File: src/design/rmbm_pkg.sv
// Shared constants, types and helper functions of the region-mapped byte memory.
`timescale 1ns / 1ps

package rmbm_pkg;

    // Region table and store geometry.
    localparam int REGIONS     = 4;
    localparam int NREG_REGS   = 4;
    localparam int STORE_BYTES = 65536;
    localparam int STORE_AW    = $clog2(STORE_BYTES);
    localparam int LANES       = 4;
    localparam int WORDS       = STORE_BYTES / LANES;
    localparam int WORD_AW     = STORE_AW - 2;

    // Register field widths.
    localparam int ADDR_W  = 32;
    localparam int DATA_W  = 32;
    localparam int SIZE_W  = 17;
    localparam int LEN_W   = SIZE_W + 1;
    localparam int PACK_W  = LEN_W + 2;
    localparam int END_W   = (PACK_W + 1 > STORE_AW + 1) ? PACK_W + 1 : STORE_AW + 1;
    localparam int CFG_AW  = 5;
    localparam int LEN_ROUND = 15;

    // Skid queue between classification and execution.
    localparam int QUEUE_DEPTH = 2;
    localparam int QUEUE_AW    = $clog2(QUEUE_DEPTH);

    // Register kinds: the low bit of the register index.
    localparam logic CFG_KIND_BASE = 1'b0;
    localparam logic CFG_KIND_SIZE = 1'b1;

    // Access kinds.
    localparam logic OP_READ  = 1'b0;
    localparam logic OP_WRITE = 1'b1;

    // Access width codes.
    localparam logic [1:0] WIDTH_BYTE = 2'd0;
    localparam logic [1:0] WIDTH_HALF = 2'd1;
    localparam logic [1:0] WIDTH_WORD = 2'd2;
    localparam logic [1:0] WIDTH_BAD  = 2'd3;

    // Region map as seen by the classifier.
    typedef struct packed {
        logic [NREG_REGS-1:0][ADDR_W-1:0] base;
        logic [NREG_REGS-1:0][LEN_W-1:0]  len;
        logic [NREG_REGS-1:0][PACK_W-1:0] offset;
    } rmbm_map_t;

    // One classified access waiting for the back end.
    typedef struct packed {
        logic                op;
        logic                fault;
        logic [STORE_AW-1:0] pos;
        logic [1:0]          wcode;
        logic [DATA_W-1:0]   data;
    } rmbm_entry_t;

    // Number of bytes moved by a width code; zero for the unused code.
    function automatic logic [2:0] nbytes(input logic [1:0] wcode);
        logic [2:0] n;
        case (wcode)
            WIDTH_BYTE: n = 3'd1;
            WIDTH_HALF: n = 3'd2;
            WIDTH_WORD: n = 3'd4;
            default:    n = 3'd0;
        endcase
        return n;
    endfunction

endpackage

File: src/design/rmbm_queue.sv
// Short queue of classified accesses between the front end and the back end.
`timescale 1ns / 1ps

module rmbm_queue
(
    input  logic                    clk,
    input  logic                    rst_n,
    input  logic                    push,
    input  rmbm_pkg::rmbm_entry_t   push_data,
    input  logic                    pop,
    output rmbm_pkg::rmbm_entry_t   head,
    output logic                    empty,
    output logic                    full
);
    import rmbm_pkg::*;

    rmbm_entry_t         entry_reg [QUEUE_DEPTH];
    logic [QUEUE_AW-1:0] wr_ptr_reg;
    logic [QUEUE_AW-1:0] rd_ptr_reg;
    logic [QUEUE_AW:0]   count_reg;

    assign empty = (count_reg == '0);
    assign full  = (count_reg == (QUEUE_AW + 1)'(QUEUE_DEPTH));
    assign head  = entry_reg[rd_ptr_reg];

    // Pointers and fill count.
    always_ff @(posedge clk or negedge rst_n)
    begin
        if (!rst_n)
        begin
            wr_ptr_reg <= '0;
            rd_ptr_reg <= '0;
            count_reg  <= '0;
        end
        else
        begin
            if (push)
                wr_ptr_reg <= (wr_ptr_reg == QUEUE_AW'(QUEUE_DEPTH - 1)) ? '0 : wr_ptr_reg + 1'b1;
            if (pop)
                rd_ptr_reg <= (rd_ptr_reg == QUEUE_AW'(QUEUE_DEPTH - 1)) ? '0 : rd_ptr_reg + 1'b1;
            if (push && !pop)
                count_reg <= count_reg + 1'b1;
            else if (pop && !push)
                count_reg <= count_reg - 1'b1;
        end
    end

    // Entry storage.
    always_ff @(posedge clk)
    begin
        if (push)
            entry_reg[wr_ptr_reg] <= push_data;
    end

endmodule

File: config.mk
export PLATFORM = sky130hd
export DESIGN_NAME = rmbm_queue
export DESIGN_NICKNAME = d
export VERILOG_FILES = /design/src/design/rmbm_pkg.sv /design/src/design/rmbm_queue.sv
export SDC_FILE = /design/constraint.sdc
export NUM_CORES = 1
export LEC_CHECK = 0
export ABC_AREA = 1
export BUFFER_PORTS_ARGS = -buffer_cell sky130_fd_sc_hd__buf_4
export CELL_PAD_IN_SITES_DETAIL_PLACEMENT = 1
export CELL_PAD_IN_SITES_GLOBAL_PLACEMENT = 2
export CORE_ASPECT_RATIO = 1.25
export CORE_MARGIN = 3
export CORE_UTILIZATION = 30
export CTS_CLUSTER_SIZE = 30
export DETAILED_ROUTE_END_ITERATION = 7
export PLACE_DENSITY_LB_ADDON = 0.1
export REMOVE_ABC_BUFFERS = 1
export SYNTH_ARGS = -nofsm -noshare
export SYNTH_HDL_FRONTEND = slang
export SYNTH_SLANG_ARGS = --single-unit
File: constraint.sdc
create_clock -name clk -period 3.6 [get_ports clk]
set_clock_uncertainty 0.2 [all_clocks]
set_input_delay 1.08 -clock clk [delete_from_list [all_inputs] [get_ports clk]]
set_output_delay 1.08 -clock clk [all_outputs]
set_load 0.03 [all_outputs]
# Word-level counts from Yosys, hierarchy flattened
# Memory sizes are Yosys's and may differ from the RTL's.
# Index checks and enable logic that the tools add are counted.
# W data, S select, Z words.
[op_classes] n_addsub=4 eq_ne=1 mux=6 n_reduce_logical=6
[op_table] cell="$mux W1" n=4
[op_table] cell="$mux W2" n=2
[op_table] cell="$add A1 B1 Y1 const B" n=2
[op_table] cell="$add A2 B1 Y2 const B" n=1
[op_table] cell="$eq A2 B2 Y1 const B" n=1
[op_table] cell="$logic_and A1 B1 Y1" n=2
[op_table] cell="$logic_not A1 Y1" n=2
[op_table] cell="$logic_not A2 Y1" n=1
[op_table] cell="$reduce_bool A2 Y1" n=1
[op_table] cell="$sub A2 B1 Y2 const B" n=1
[word_totals] register_bits=4 mem_bits_rw=104 inputBits=56 output_inout_bits=54 word_cells=21 n_memories=1
[memory_table] name="entry_reg" depth=2 width=52 rd=1 rd_clocked_by_memory_dff=0 wr=1 line="rmbm_queue.sv:17" rtl="rmbm_entry_t entry_reg [QUEUE_DEPTH];"

# Longest topological paths before layout
[depth] depth_word=4 mapped_depth=7 ltp_nobuf=7

# Worst setup path before layout
# OpenSTA, ideal clock, no wires.
[synth_timing] path_kind="input port to flip-flop" startpoint="input push" endpoint="memory entry_reg[0][0] (netlist bit), enable pin" setup_time_ns=0.463 arrival_ns=3.303 t_required_ns=2.937 setup_slack_ns=-0.367 cell_stages=2 path_cell_list="inv_1 > nor2_1"
[synth_between] elab_chain_len=2
[synth_lines] item="start: declaration" line="rmbm_queue.sv:8" rtl="input logic push,"
[synth_lines] item="$mux W1" line="rmbm_queue.sv:51" rtl="if (push)"
[synth_lines] item="$mux W1 (implied by the code)" line="rmbm_queue.sv:52" rtl="entry_reg[wr_ptr_reg] <= push_data;"
[synth_lines] item="end: declaration" line="rmbm_queue.sv:17"
# Every way passes these cells.

==> run metrics <==
clock transition at the registers of the reported paths 0.07 ns; IO Pins 110; most frequent cells in the layout 115 x buf_4, 104 x edfxtp_1, 49 x mux2_4; Setup crit end head[44]; port bufs approximately 110; fin nets 365; reg2reg end entry_reg[1][8]; largest net degree at the start of global routing 35; vias in the first global route 2266; num rows 47; via/cell ratio 4.242; area grow syn2layout 30.40%; Die Ht 138.5 um; # clock sinks around 110; Vias 2049; Max-Cap Viols 0; gpl congestion 0.6517; diodes inserted 0; first-pass GRT wire length around 13 mm; cell count after synthesis 187; Final setup viols 0; area leader, netlist edfxtp_1; Crit. Startpoint rd_ptr_reg; Fillers 1337; critical path class flip-flop to primary output; flip-flop and latch area 3227 um^2; FF-to-FF setup slack 1.91 ns; Tot Pwr 0.004581 W; Layout Utilization 0.4077; GRT Residual Overflow 0; worst skew pair latency 0.33 ns; RSZ-0062 raised after global routing no; setup repair bufs after CTS 0; hold_buf cts 0; most common cell after layout, fill and taps aside buf_4; Peak VDD IR 315.6 uV; status complete, no violations; Placement Cell Area 5207 um^2; CTS root buf clkbuf_16; Critical Path AT 1.92 ns; CTS tree yes; worst-case clock buffer depth 2; share of layout cells above drive strength 1 0.5897; top-area cell type share of the netlist area 0.7418; Design Area, Final 5490 um^2; Starting DRT DRC Count between 60 and 70; die width 112.0 um; initial antenna violation count 0; final hold violations 0; # H-tree levels 3; Worst Setup End Kind primary output; kind of start point of the critical path flip-flop; min-delay worst type flip-flop to flip-flop; Tmin final 3.196 ns; Worst Reg-to-Reg Cells 3; DP HPWL 5.558 mm; FF+latch count, synth 108; count of pins over their slew limit 0; Initial Util 0.3126; R2R Path Start wr_ptr_reg; worst-margin pin slew 0.5206 ns; Post-route DRC 0; first-pass detailed-route iteration total 3; All-Layer GR Usage 0.1069; fmax 0.3129 GHz; synth top area cells edfxtp_1 74%, mux2_4 17%, buf_12 2.4%; static leakage ~2.2 nW; Max FO, Critical Path 27; Seq/Total Area, Yosys 0.7655; Yosys Warn Count 0; Rel. slew slack 0.6529; Power Density 834.4 nW/um^2; worst hold margin 0.3137 ns; Cell Area, Synth 4210 um^2; Tcrit/Tclk final 0.8878; max FFs per register 104; CTS resizes 0; DRT Wirelength 8.190 mm; DIE AREA 15500 um^2; DRT antenna net count 0; cts bufs inserted 9; Req. time, crit path 2.32 ns; Synth Area per Inst roughly 23 um^2; Avg WL per Cell ~17 um; Fin Setup TNS 0 ns; Placeable Area 13470 um^2; Synth cell types 14; area occupied by multi-input gates 857.1 um^2
-- area by class of cell --
class                           instances  share of cell area
Sequential cell                       108              0.5877
Clock inverter                          5            0.009799
Clock buffer                           10             0.04170
Multi-Input combinational cell         66              0.1561
Inverter                                7            0.004786
Timing Repair Buffer                  116              0.1609
Tap cell                              171             0.03897
-- logic make-up (layout without fill, tap and decap cells) --
logic type	Yosys count	count (layout)	share of synthesized area
fa+ha+maj	1	1	0.002971
buf+inv	13	138	0.03269
flops	108	108	0.7655
mux	52	52	0.1828
simple gates	10	10	0.009807
xor+xnor	3	3	0.006242
-- routing by layer --
metal / GRT usage / vias up / part of all wire
li1: - / 959 / -
met1: 0.1196 / 1019 / 0.40
met2: 0.1892 / 62 / 0.53
met3: 0.03191 / 9 / 0.053
met4: 0.04367 / 0 / 0.016
met5: 0 / - / 0
-- critical path: stages, from the launching register on --
cell and delay [ns]:
dfrtp_4 0.76, buf_4 0.33, mux2_4 0.32, buf_4 0.17
-- how the worst min path moves through the flow --
| stage | from | end | slack [ns] | depth (start not counted) |
|---|---|---|---|---|
| 6_report | count_reg[1] | count_reg[1] | 0.31 | 2 |
| 5_1_grt | rst_n | count_reg[1] | 0.31 | 1 |
| 4_1_cts | rst_n | count_reg[1] | 0.31 | 1 |
| 3_5_place_dp | count_reg[1] | count_reg[1] | 0.31 | 2 |
| 3_3_place_gp | count_reg[1] | count_reg[1] | 0.29 | 2 |
| 2_1_floorplan | count_reg[1] | count_reg[1] | 0.26 | 2 |
-- synth_stat cells --
cell type / n
mux2_2: 3
nand4_1: 1
inv_1: 7
mux2_4: 49
nand2_1: 5
ha_1: 1
buf_12: 5
dfrtp_1: 4
nor2_1: 3
xnor2_1: 1
nand3_1: 1
edfxtp_1: 104
xor2_1: 2
buf_6: 1
-- per-stage QoR --
stage,worst slack [ns],cells
6_report,0.4039,483
5_1_grt,0.3047,483
4_1_cts,0.3529,483
3_5_place_dp,0.7282,468
3_3_place_gp,0.7502,468
2_1_floorplan,-0.3665,181
-- report_power, final --
group	internal [W]	total [W]	switching (W)
combinational	0.000826	0.00181	0.000981
sequential	0.00167	0.00182	0.000152
clock	0.000532	0.000950	0.000418
total	0.00303	0.00458	0.00155
No activity file was read; power rests on OpenSTA's default activity.
