**src/design/rmbm_pkg.sv**
```systemverilog
// Shared constants, types and helper functions of the region-mapped byte memory.
`timescale 1ns / 1ps

package rmbm_pkg;

    // Region table and store geometry.
    localparam int REGIONS     = 4;
    localparam int NREG_REGS   = 4;
    localparam int STORE_BYTES = 65536;
    localparam int STORE_AW    = $clog2(STORE_BYTES);
    localparam int LANES       = 4;
    localparam int WORDS       = STORE_BYTES / LANES;
    localparam int WORD_AW     = STORE_AW - 2;

    // Register field widths.
    localparam int ADDR_W  = 32;
    localparam int DATA_W  = 32;
    localparam int SIZE_W  = 17;
    localparam int LEN_W   = SIZE_W + 1;
    localparam int PACK_W  = LEN_W + 2;
    localparam int END_W   = (PACK_W + 1 > STORE_AW + 1) ? PACK_W + 1 : STORE_AW + 1;
    localparam int CFG_AW  = 5;
    localparam int LEN_ROUND = 15;

    // Skid queue between classification and execution.
    localparam int QUEUE_DEPTH = 2;
    localparam int QUEUE_AW    = $clog2(QUEUE_DEPTH);

    // Register kinds: the low bit of the register index.
    localparam logic CFG_KIND_BASE = 1'b0;
    localparam logic CFG_KIND_SIZE = 1'b1;

    // Access kinds.
    localparam logic OP_READ  = 1'b0;
    localparam logic OP_WRITE = 1'b1;

    // Access width codes.
    localparam logic [1:0] WIDTH_BYTE = 2'd0;
    localparam logic [1:0] WIDTH_HALF = 2'd1;
    localparam logic [1:0] WIDTH_WORD = 2'd2;
    localparam logic [1:0] WIDTH_BAD  = 2'd3;

    // Region map as seen by the classifier.
    typedef struct packed {
        logic [NREG_REGS-1:0][ADDR_W-1:0] base;
        logic [NREG_REGS-1:0][LEN_W-1:0]  len;
        logic [NREG_REGS-1:0][PACK_W-1:0] offset;
    } rmbm_map_t;

    // One classified access waiting for the back end.
    typedef struct packed {
        logic                op;
        logic                fault;
        logic [STORE_AW-1:0] pos;
        logic [1:0]          wcode;
        logic [DATA_W-1:0]   data;
    } rmbm_entry_t;

    // Number of bytes moved by a width code; zero for the unused code.
    function automatic logic [2:0] nbytes(input logic [1:0] wcode);
        logic [2:0] n;
        case (wcode)
            WIDTH_BYTE: n = 3'd1;
            WIDTH_HALF: n = 3'd2;
            WIDTH_WORD: n = 3'd4;
            default:    n = 3'd0;
        endcase
        return n;
    endfunction

endpackage

```
**src/design/rmbm_regs.sv**
```systemverilog
// Configuration register file with derived rounded sizes and store offsets.
`timescale 1ns / 1ps

module rmbm_regs
(
    input  logic                          clk,
    input  logic                          rst_n,
    input  logic                          psel,
    input  logic                          penable,
    input  logic                          pwrite,
    input  logic [rmbm_pkg::CFG_AW-1:0]   paddr,
    input  logic [rmbm_pkg::DATA_W-1:0]   pwdata,
    output logic [rmbm_pkg::DATA_W-1:0]   prdata,
    output logic                          pready,
    output rmbm_pkg::rmbm_map_t           map
);
    import rmbm_pkg::*;

    logic [ADDR_W-1:0] base_reg   [NREG_REGS];
    logic [ADDR_W-1:0] base_next  [NREG_REGS];
    logic [SIZE_W-1:0] size_reg   [NREG_REGS];
    logic [SIZE_W-1:0] size_next  [NREG_REGS];
    logic [LEN_W-1:0]  len_reg    [NREG_REGS];
    logic [LEN_W-1:0]  len_next   [NREG_REGS];
    logic [PACK_W-1:0] offset_reg [NREG_REGS];
    logic [PACK_W-1:0] offset_next[NREG_REGS];

    logic       wr_en;
    logic [1:0] reg_sel;
    logic       reg_kind;

    assign pready   = 1'b1;
    assign wr_en    = psel & penable & pwrite;
    assign reg_sel  = paddr[CFG_AW-1:3];
    assign reg_kind = paddr[2];

    // Register writes, with rounded sizes and packed offsets following the new values.
    always_comb
    begin
        logic [PACK_W-1:0] acc;
        acc = '0;
        for (int r = 0; r < NREG_REGS; r++)
        begin
            base_next[r] = base_reg[r];
            size_next[r] = size_reg[r];
            if (wr_en && (reg_sel == 2'(r)))
            begin
                if (reg_kind == CFG_KIND_SIZE)
                    size_next[r] = pwdata[SIZE_W-1:0];
                else
                    base_next[r] = pwdata;
            end
            len_next[r] = (LEN_W'(size_next[r]) + LEN_W'(LEN_ROUND)) & ~LEN_W'(LEN_ROUND);
            offset_next[r] = acc;
            acc = acc + PACK_W'(len_next[r]);
        end
    end

    always_ff @(posedge clk or negedge rst_n)
    begin
        if (!rst_n)
        begin
            for (int r = 0; r < NREG_REGS; r++)
            begin
                base_reg[r]   <= '0;
                size_reg[r]   <= '0;
                len_reg[r]    <= '0;
                offset_reg[r] <= '0;
            end
        end
        else
        begin
            for (int r = 0; r < NREG_REGS; r++)
            begin
                base_reg[r]   <= base_next[r];
                size_reg[r]   <= size_next[r];
                len_reg[r]    <= len_next[r];
                offset_reg[r] <= offset_next[r];
            end
        end
    end

    // Read-back mux.
    always_comb
    begin
        case (reg_kind)
            CFG_KIND_BASE: prdata = base_reg[reg_sel];
            CFG_KIND_SIZE: prdata = {(DATA_W - SIZE_W)'(0), size_reg[reg_sel]};
            default:       prdata = '0;
        endcase
    end

    // Map handed to the classifier.
    always_comb
    begin
        for (int r = 0; r < NREG_REGS; r++)
        begin
            map.base[r]   = base_reg[r];
            map.len[r]    = len_reg[r];
            map.offset[r] = offset_reg[r];
        end
    end

endmodule

```
**config.mk**
```make
export PLATFORM = sky130hd
export DESIGN_NAME = rmbm_regs
export DESIGN_NICKNAME = d
export VERILOG_FILES = /design/src/design/rmbm_pkg.sv /design/src/design/rmbm_regs.sv
export SDC_FILE = /design/constraint.sdc
export NUM_CORES = 1
export LEC_CHECK = 0
export ABC_AREA = 1
export BUFFER_PORTS_ARGS = -buffer_cell sky130_fd_sc_hd__buf_2
export CAP_MARGIN = 20
export CORE_ASPECT_RATIO = 1.1
export CORE_UTILIZATION = 50
export DETAILED_ROUTE_END_ITERATION = 16
export PLACE_DENSITY = 0.82
export SYNTH_ARGS = -nofsm -noshare
export SYNTH_HDL_FRONTEND = slang
export SYNTH_SLANG_ARGS = --single-unit
```
**constraint.sdc**
```tcl
create_clock -name clk -period 5.5 [get_ports clk]
set_clock_uncertainty 0.1 [all_clocks]
set_input_delay 0.275 -clock clk [delete_from_list [all_inputs] [get_ports clk]]
set_output_delay 0.275 -clock clk [all_outputs]
set_load 0.02 [all_outputs]
```
# Yosys cells after proc, flatten, opt, wreduce, memory -nomap -nowiden
# Index checks and enable logic that the tools add are counted.
dict set report op_classes {
  n_bitwise 4
  reduce_logical 9
  n_eq_ne 3
  n_lt_le_gt_ge 1
  muxes 15
  add_sub_neg 6
}
# op n
set ops {}
lappend ops {{17-bit two-way mux} 10}
lappend ops {{17-bit by 4-bit adder with 18-bit output (second input constant)} 4}
lappend ops {{32-bit binary-select mux with 2-bit select} 1}
lappend ops {{32-bit two-way mux} 2}
lappend ops {{32-bit case mux with 2 select lines} 1}
lappend ops {{17-bit binary-select mux with 2-bit select} 1}
lappend ops {{19-bit by 18-bit adder with 20-bit output} 1}
lappend ops {{18-bit by 18-bit adder with 19-bit output} 1}
lappend ops {{2-bit AND reduction} 4}
lappend ops {{2-bit == test (second input constant)} 2}
lappend ops {{1-bit logical AND} 4}
lappend ops {{3-bit greater-or-equal comparator (second input constant)} 1}
lappend ops {{2-bit NOT with 3-bit output} 1}
lappend ops {{1-bit AND} 2}
lappend ops {{2-bit by 1-bit == test with 1-bit output (second input constant)} 1}
lappend ops {{2-bit zero test} 1}
lappend ops {{1-bit NOT} 1}
dict set report totals {
  inputBits 42
  output_inout_bits 313
  ff_bits 291
}

# Depth between registers and ports, before layout
dict set report depth {
  word_depth 7
  mapped_depth 36
  mapped_depth_nobuf 35
}

# Least setup slack after synthesis
# Ideal clock, no wire load.
dict set report synth_timing {
  path_type {input to register}
  start {input paddr[2] (netlist name)}
  end {register offset_reg (netlist bit map[78])}
  setup_time_ps 123
  required_time_ps 5277
  t_arrival_ps 3629
  path_buffers 2
  path_stages 27
  setup_slack_ps 1648
  cell_sequence {buf_4 > buf_2 > nand2_1 > nand2_1 > nand2_1 > nand2_1 > nor2_1 > nand2_4 > xor2_1 > ha_1 > inv_1 > fa_1 > o21ai_0 > nand2_1 > nand2_1 > nand2_1 > nand2_1 > nand3_1 > nand3_1 > nand2_1 > ha_1 > nand2_1 > or2_2 > nand4_1 > nor2_1 > nand2_1 > nand2_1}
}
# element line_no
set synth_lines {}
lappend synth_lines {{start, declared} rmbm_regs.sv:11} ;# input logic [rmbm_pkg::CFG_AW-1:0] paddr,
lappend synth_lines {{end signal, assigned by index} rmbm_regs.sv:78} ;# offset_reg[r] <= offset_next[r];
lappend synth_lines {{end, declared} rmbm_regs.sv:25} ;# logic [PACK_W-1:0] offset_reg [NREG_REGS];

==> qor.yml <==
yosys:
  synth_flop_cell: "dfrtp_1"
  netlist_area_um2: 14550
  syn_area_per_cell_um2: 8.150
  synth_edf_count: 0
  yosysTopAreaCell: "dfrtp_1"
  async_flop_share_pct: 100.0
  ys_top_cells_by_area: "dfrtp_1 49%, nand2_1 14%, o21ai_0 7.8%"
  yosys-top-cells-count: "529 x nand2_1, 283 x dfrtp_1, 226 x o21ai_0"
  yosysMostFrequentCell: "nand2_1"
  ys_warn_count: 0
  synth_top_area_share_pct: 48.68
  ys_seq_area_share_pct: 48.68
  synth_cells: 1785
  synth-seq-cells: 283
  synth_cell_types: 45
placement:
  placed_cells: 2383
  placed_cell_area_um2: 16000
  place.gp.congestion: 0.9789
  dp_hpwl_mm: 31.06
  portBuffers: 300
  pre_cts_ws_ns: 0.6605
cts:
  cts_buffer_depth: 3
  cts_buffers: 28
  clock_latency_ns: 0.56
  clock_sinks: 283
  cts_tree: "done"
  htree_levels: 1
  clkTransAtPathRegs_ns: 0.06
  cts.root.buffer_cell: "clkbuf_16"
worst_hold_path:
  hold_class: "primary input to flop"
  min_from: "pwdata[7]"
setup_path:
  critPathArrivalTime_ns: 4.90
  r2r-start: "size_reg[37]"
  cp.required_ns: 5.82
  critical-path-top-delay-family: "compound AO/OA/AOI/OAI gates"
  critPathBufInv: 7
  cpPeakStageDelay_ns: 0.53
  reg2regPathDepth: 22
  critPathSlowestCell: "dlygate4sd3_1"
  critPathCapture: "map[75]"
  worstSetupStartpoint: "pwdata[4]"
  rrSetupSlack_ns: 1.14
  path_depth: 24
  endpoint_kind: "flop"
  crit_fanout: 5
  r2r_end: "map[75]"
  crit_chain: "dlygate4sd3_1, buf_2, inv_1, nand2_1, o21ai_0, nand2_1, o21ai_1, xor2_1, inv_1, ha_1, inv_1, fa_1, o21ai_0, nand2_1, nand2_1, xor2_1, ha_1, inv_1, o21ai_0, inv_1, nand2_1, a21oi_1, o21ai_0, xor2_1"
  startpoint_type: "primary input"
  crit_type: "primary input to flop"
routing:
  via_per_inst: 5.535
  route.detailed.drc: 0
  wl_per_cell_um: 18.13
  via_count: 13670
  wl_mm: 44.76
  antenna_left: 0
  firstDrtPassIters: 7
  drt-initial-drc-count: 1280
grt:
  grt_use_total_pct: 29.99
  grt_pass1_wl_mm: 69.72
  grt_use_met1_pct: 38.35
  grt_pass1_vias: 12890
  grt_overflow_total: 0
  antenna_found_initial: 2
  grt_use_met2_pct: 47.70
  busiest_layer: "met2"
  grtUsageMet3_pct: 6.635
  grt_max_degree: 164
power:
  ir_drop_mv: 0.5551
  share_comb_of_total_power_pct: 44.2
  p_switching_mw: 3.879
  p_per_area_nw_per_um2: 518.1
  pwr-share-seq_pct: 32.8
  p_leak_nw: 9.021
  p_int_mw: 5.129
  p_clk_share_pct: 23.0
  p_sw_share_pct: 43.06
finish:
  drive_above_1_share_pct: 20.33
  final_util_pct: 60.74
  largest_reg_flops: 215
  fill_cells: 2393
  num-nets-final: 2152
  final_cell_count_no_fill: 2469
  multiInputGateArea_um2: 6161
  fin_area_um2: 17390
  area_delta_synth_final_pct: 19.52
  seq_area_um2: 7082
sta:
  setup_violations: 0
  fin_setup_tns_ns: 0
  drv_slew: 0
  rsz0062_at_grt: "false"
  worst_pin_slew_ns: 0.9581
  setup_slack_ns: 0.9158
  max_freq_mhz: 218.1
  slew_headroom_pct: 36.12
  min_period_ns: 4.584
  finalHoldViolations: 0
  timing.final.crit_share_pct: 83.35
flow_run:
  drv_cap: 0
floorplanning:
  start_util_pct: 50.82
  dieHeight_um: 180.9
  rows: 65
  core-area_um2: 28630
  die_w_um: 164.6
  ios: 355
  die-area_um2: 29780
status:
  status: "complete, no violations"
[worst register-to-register path, stage by stage (launching register included)]
cell and delay (ns):
dfrtp_1 0.38, inv_1 0.08, o21ai_0 0.08, nand2_1 0.08, nand2_1 0.07, nor2_1 0.19, nand2_4 0.14, xor2_1 0.21
ha_1 0.24, inv_1 0.08, fa_1 0.40, o21ai_0 0.28, nand2_1 0.08, nand2_1 0.14, xor2_1 0.35, ha_1 0.35
inv_1 0.10, o21ai_0 0.15, inv_1 0.09, nand2_1 0.05, a21oi_1 0.23, o21ai_0 0.18, xor2_1 0.18
[power groups by stage]
| stage | Sequential, mW | Combinational (mW) | Clock [mW] |
|---|---|---|---|
| after floorplan | 3.42 | 2.20 | 0 |
| after global placement | 2.96 | 3.81 | 0 |
| after detailed placement | 2.96 | 3.85 | 0 |
| after CTS | 2.94 | 3.94 | 2.09 |
| after global routing | 3.00 | 4.39 | 2.17 |
| final | 2.96 | 3.99 | 2.07 |
[layer usage]
| metal | vias to the layer above | share of wire, % |
|---|---|---|
| li1 | 6276 | - |
| met1 | 6464 | 39 |
| met2 | 783 | 46 |
| met3 | 141 | 9.5 |
| met4 | 2 | 5.1 |
| met5 | - | 0.038 |
[stage by stage]
stage	hold WS, ns	total power, mW
CTS	0.003756	8.970
detailed placement	0.2968	6.816
global placement	0.2985	6.765
global route	0.02538	9.568
finish	0.01125	9.008
floorplan	-0.1206	5.620
[worst min path at each step]
stage,slack [ns],to,cells after the start
after floorplan,-0.12,map[102],0
after global placement,0.30,map[154],1
after detailed placement,0.30,map[159],1
after CTS,0.004,map[251],3
after global routing,0.03,map[251],3
final,0.01,map[159],3
[final cells by class]
type	instances	area share [%]
Clock buffer	36	4.555
Clock inverter	14	1.187
Multi-Input combinational cell	1240	35.43
Tap cell	368	2.648
Inverter	180	3.907
Antenna cell	1	0.01439
Timing Repair Buffer	347	11.53
Sequential cell	283	40.73
[timing repair]
action | in CTS | in global routing
hold endpoints to repair | 230 | 0
buffers inserted | 0 | 0
hold buffers | 31 | 0
resized for setup | 0 | 0
[cell usage in the layout, fill, tap and decap left out, types with 8 or more instances in the layout]
cell type	n
a21oi_1	44
a221oi_1	9
a22oi_1	44
a31oi_1	8
buf_2	299
buf_4	11
clkbuf_16	29
conb_1	52
dfrtp_1	283
dlygate4sd3_1	31
ha_1	28
inv_1	169
inv_2	8
nand2_1	526
nand2_2	12
nand3_1	53
nand4_1	21
nor2_1	99
nor2_2	10
nor2_4	11
o21ai_0	226
o21ai_1	13
o22ai_1	12
xor2_1	20
[logic make-up (layout without fill, tap and decap cells)]
| family | after synthesis | in the layout | share of synthesized area, % |
|---|---|---|---|
| adders and majority gates | 30 | 30 | 2.683 |
| and+or+nand+nor | 751 | 751 | 21.92 |
| other | 2 | 53 | 0.05162 |
| buffers and inverters | 312 | 577 | 10.31 |
| AOI/OAI and AO/OA | 380 | 380 | 14.72 |
| xor gates and xnor gates | 27 | 27 | 1.626 |
| DFF | 283 | 283 | 48.68 |
Note: power is estimated with default switching activity, not from simulation.
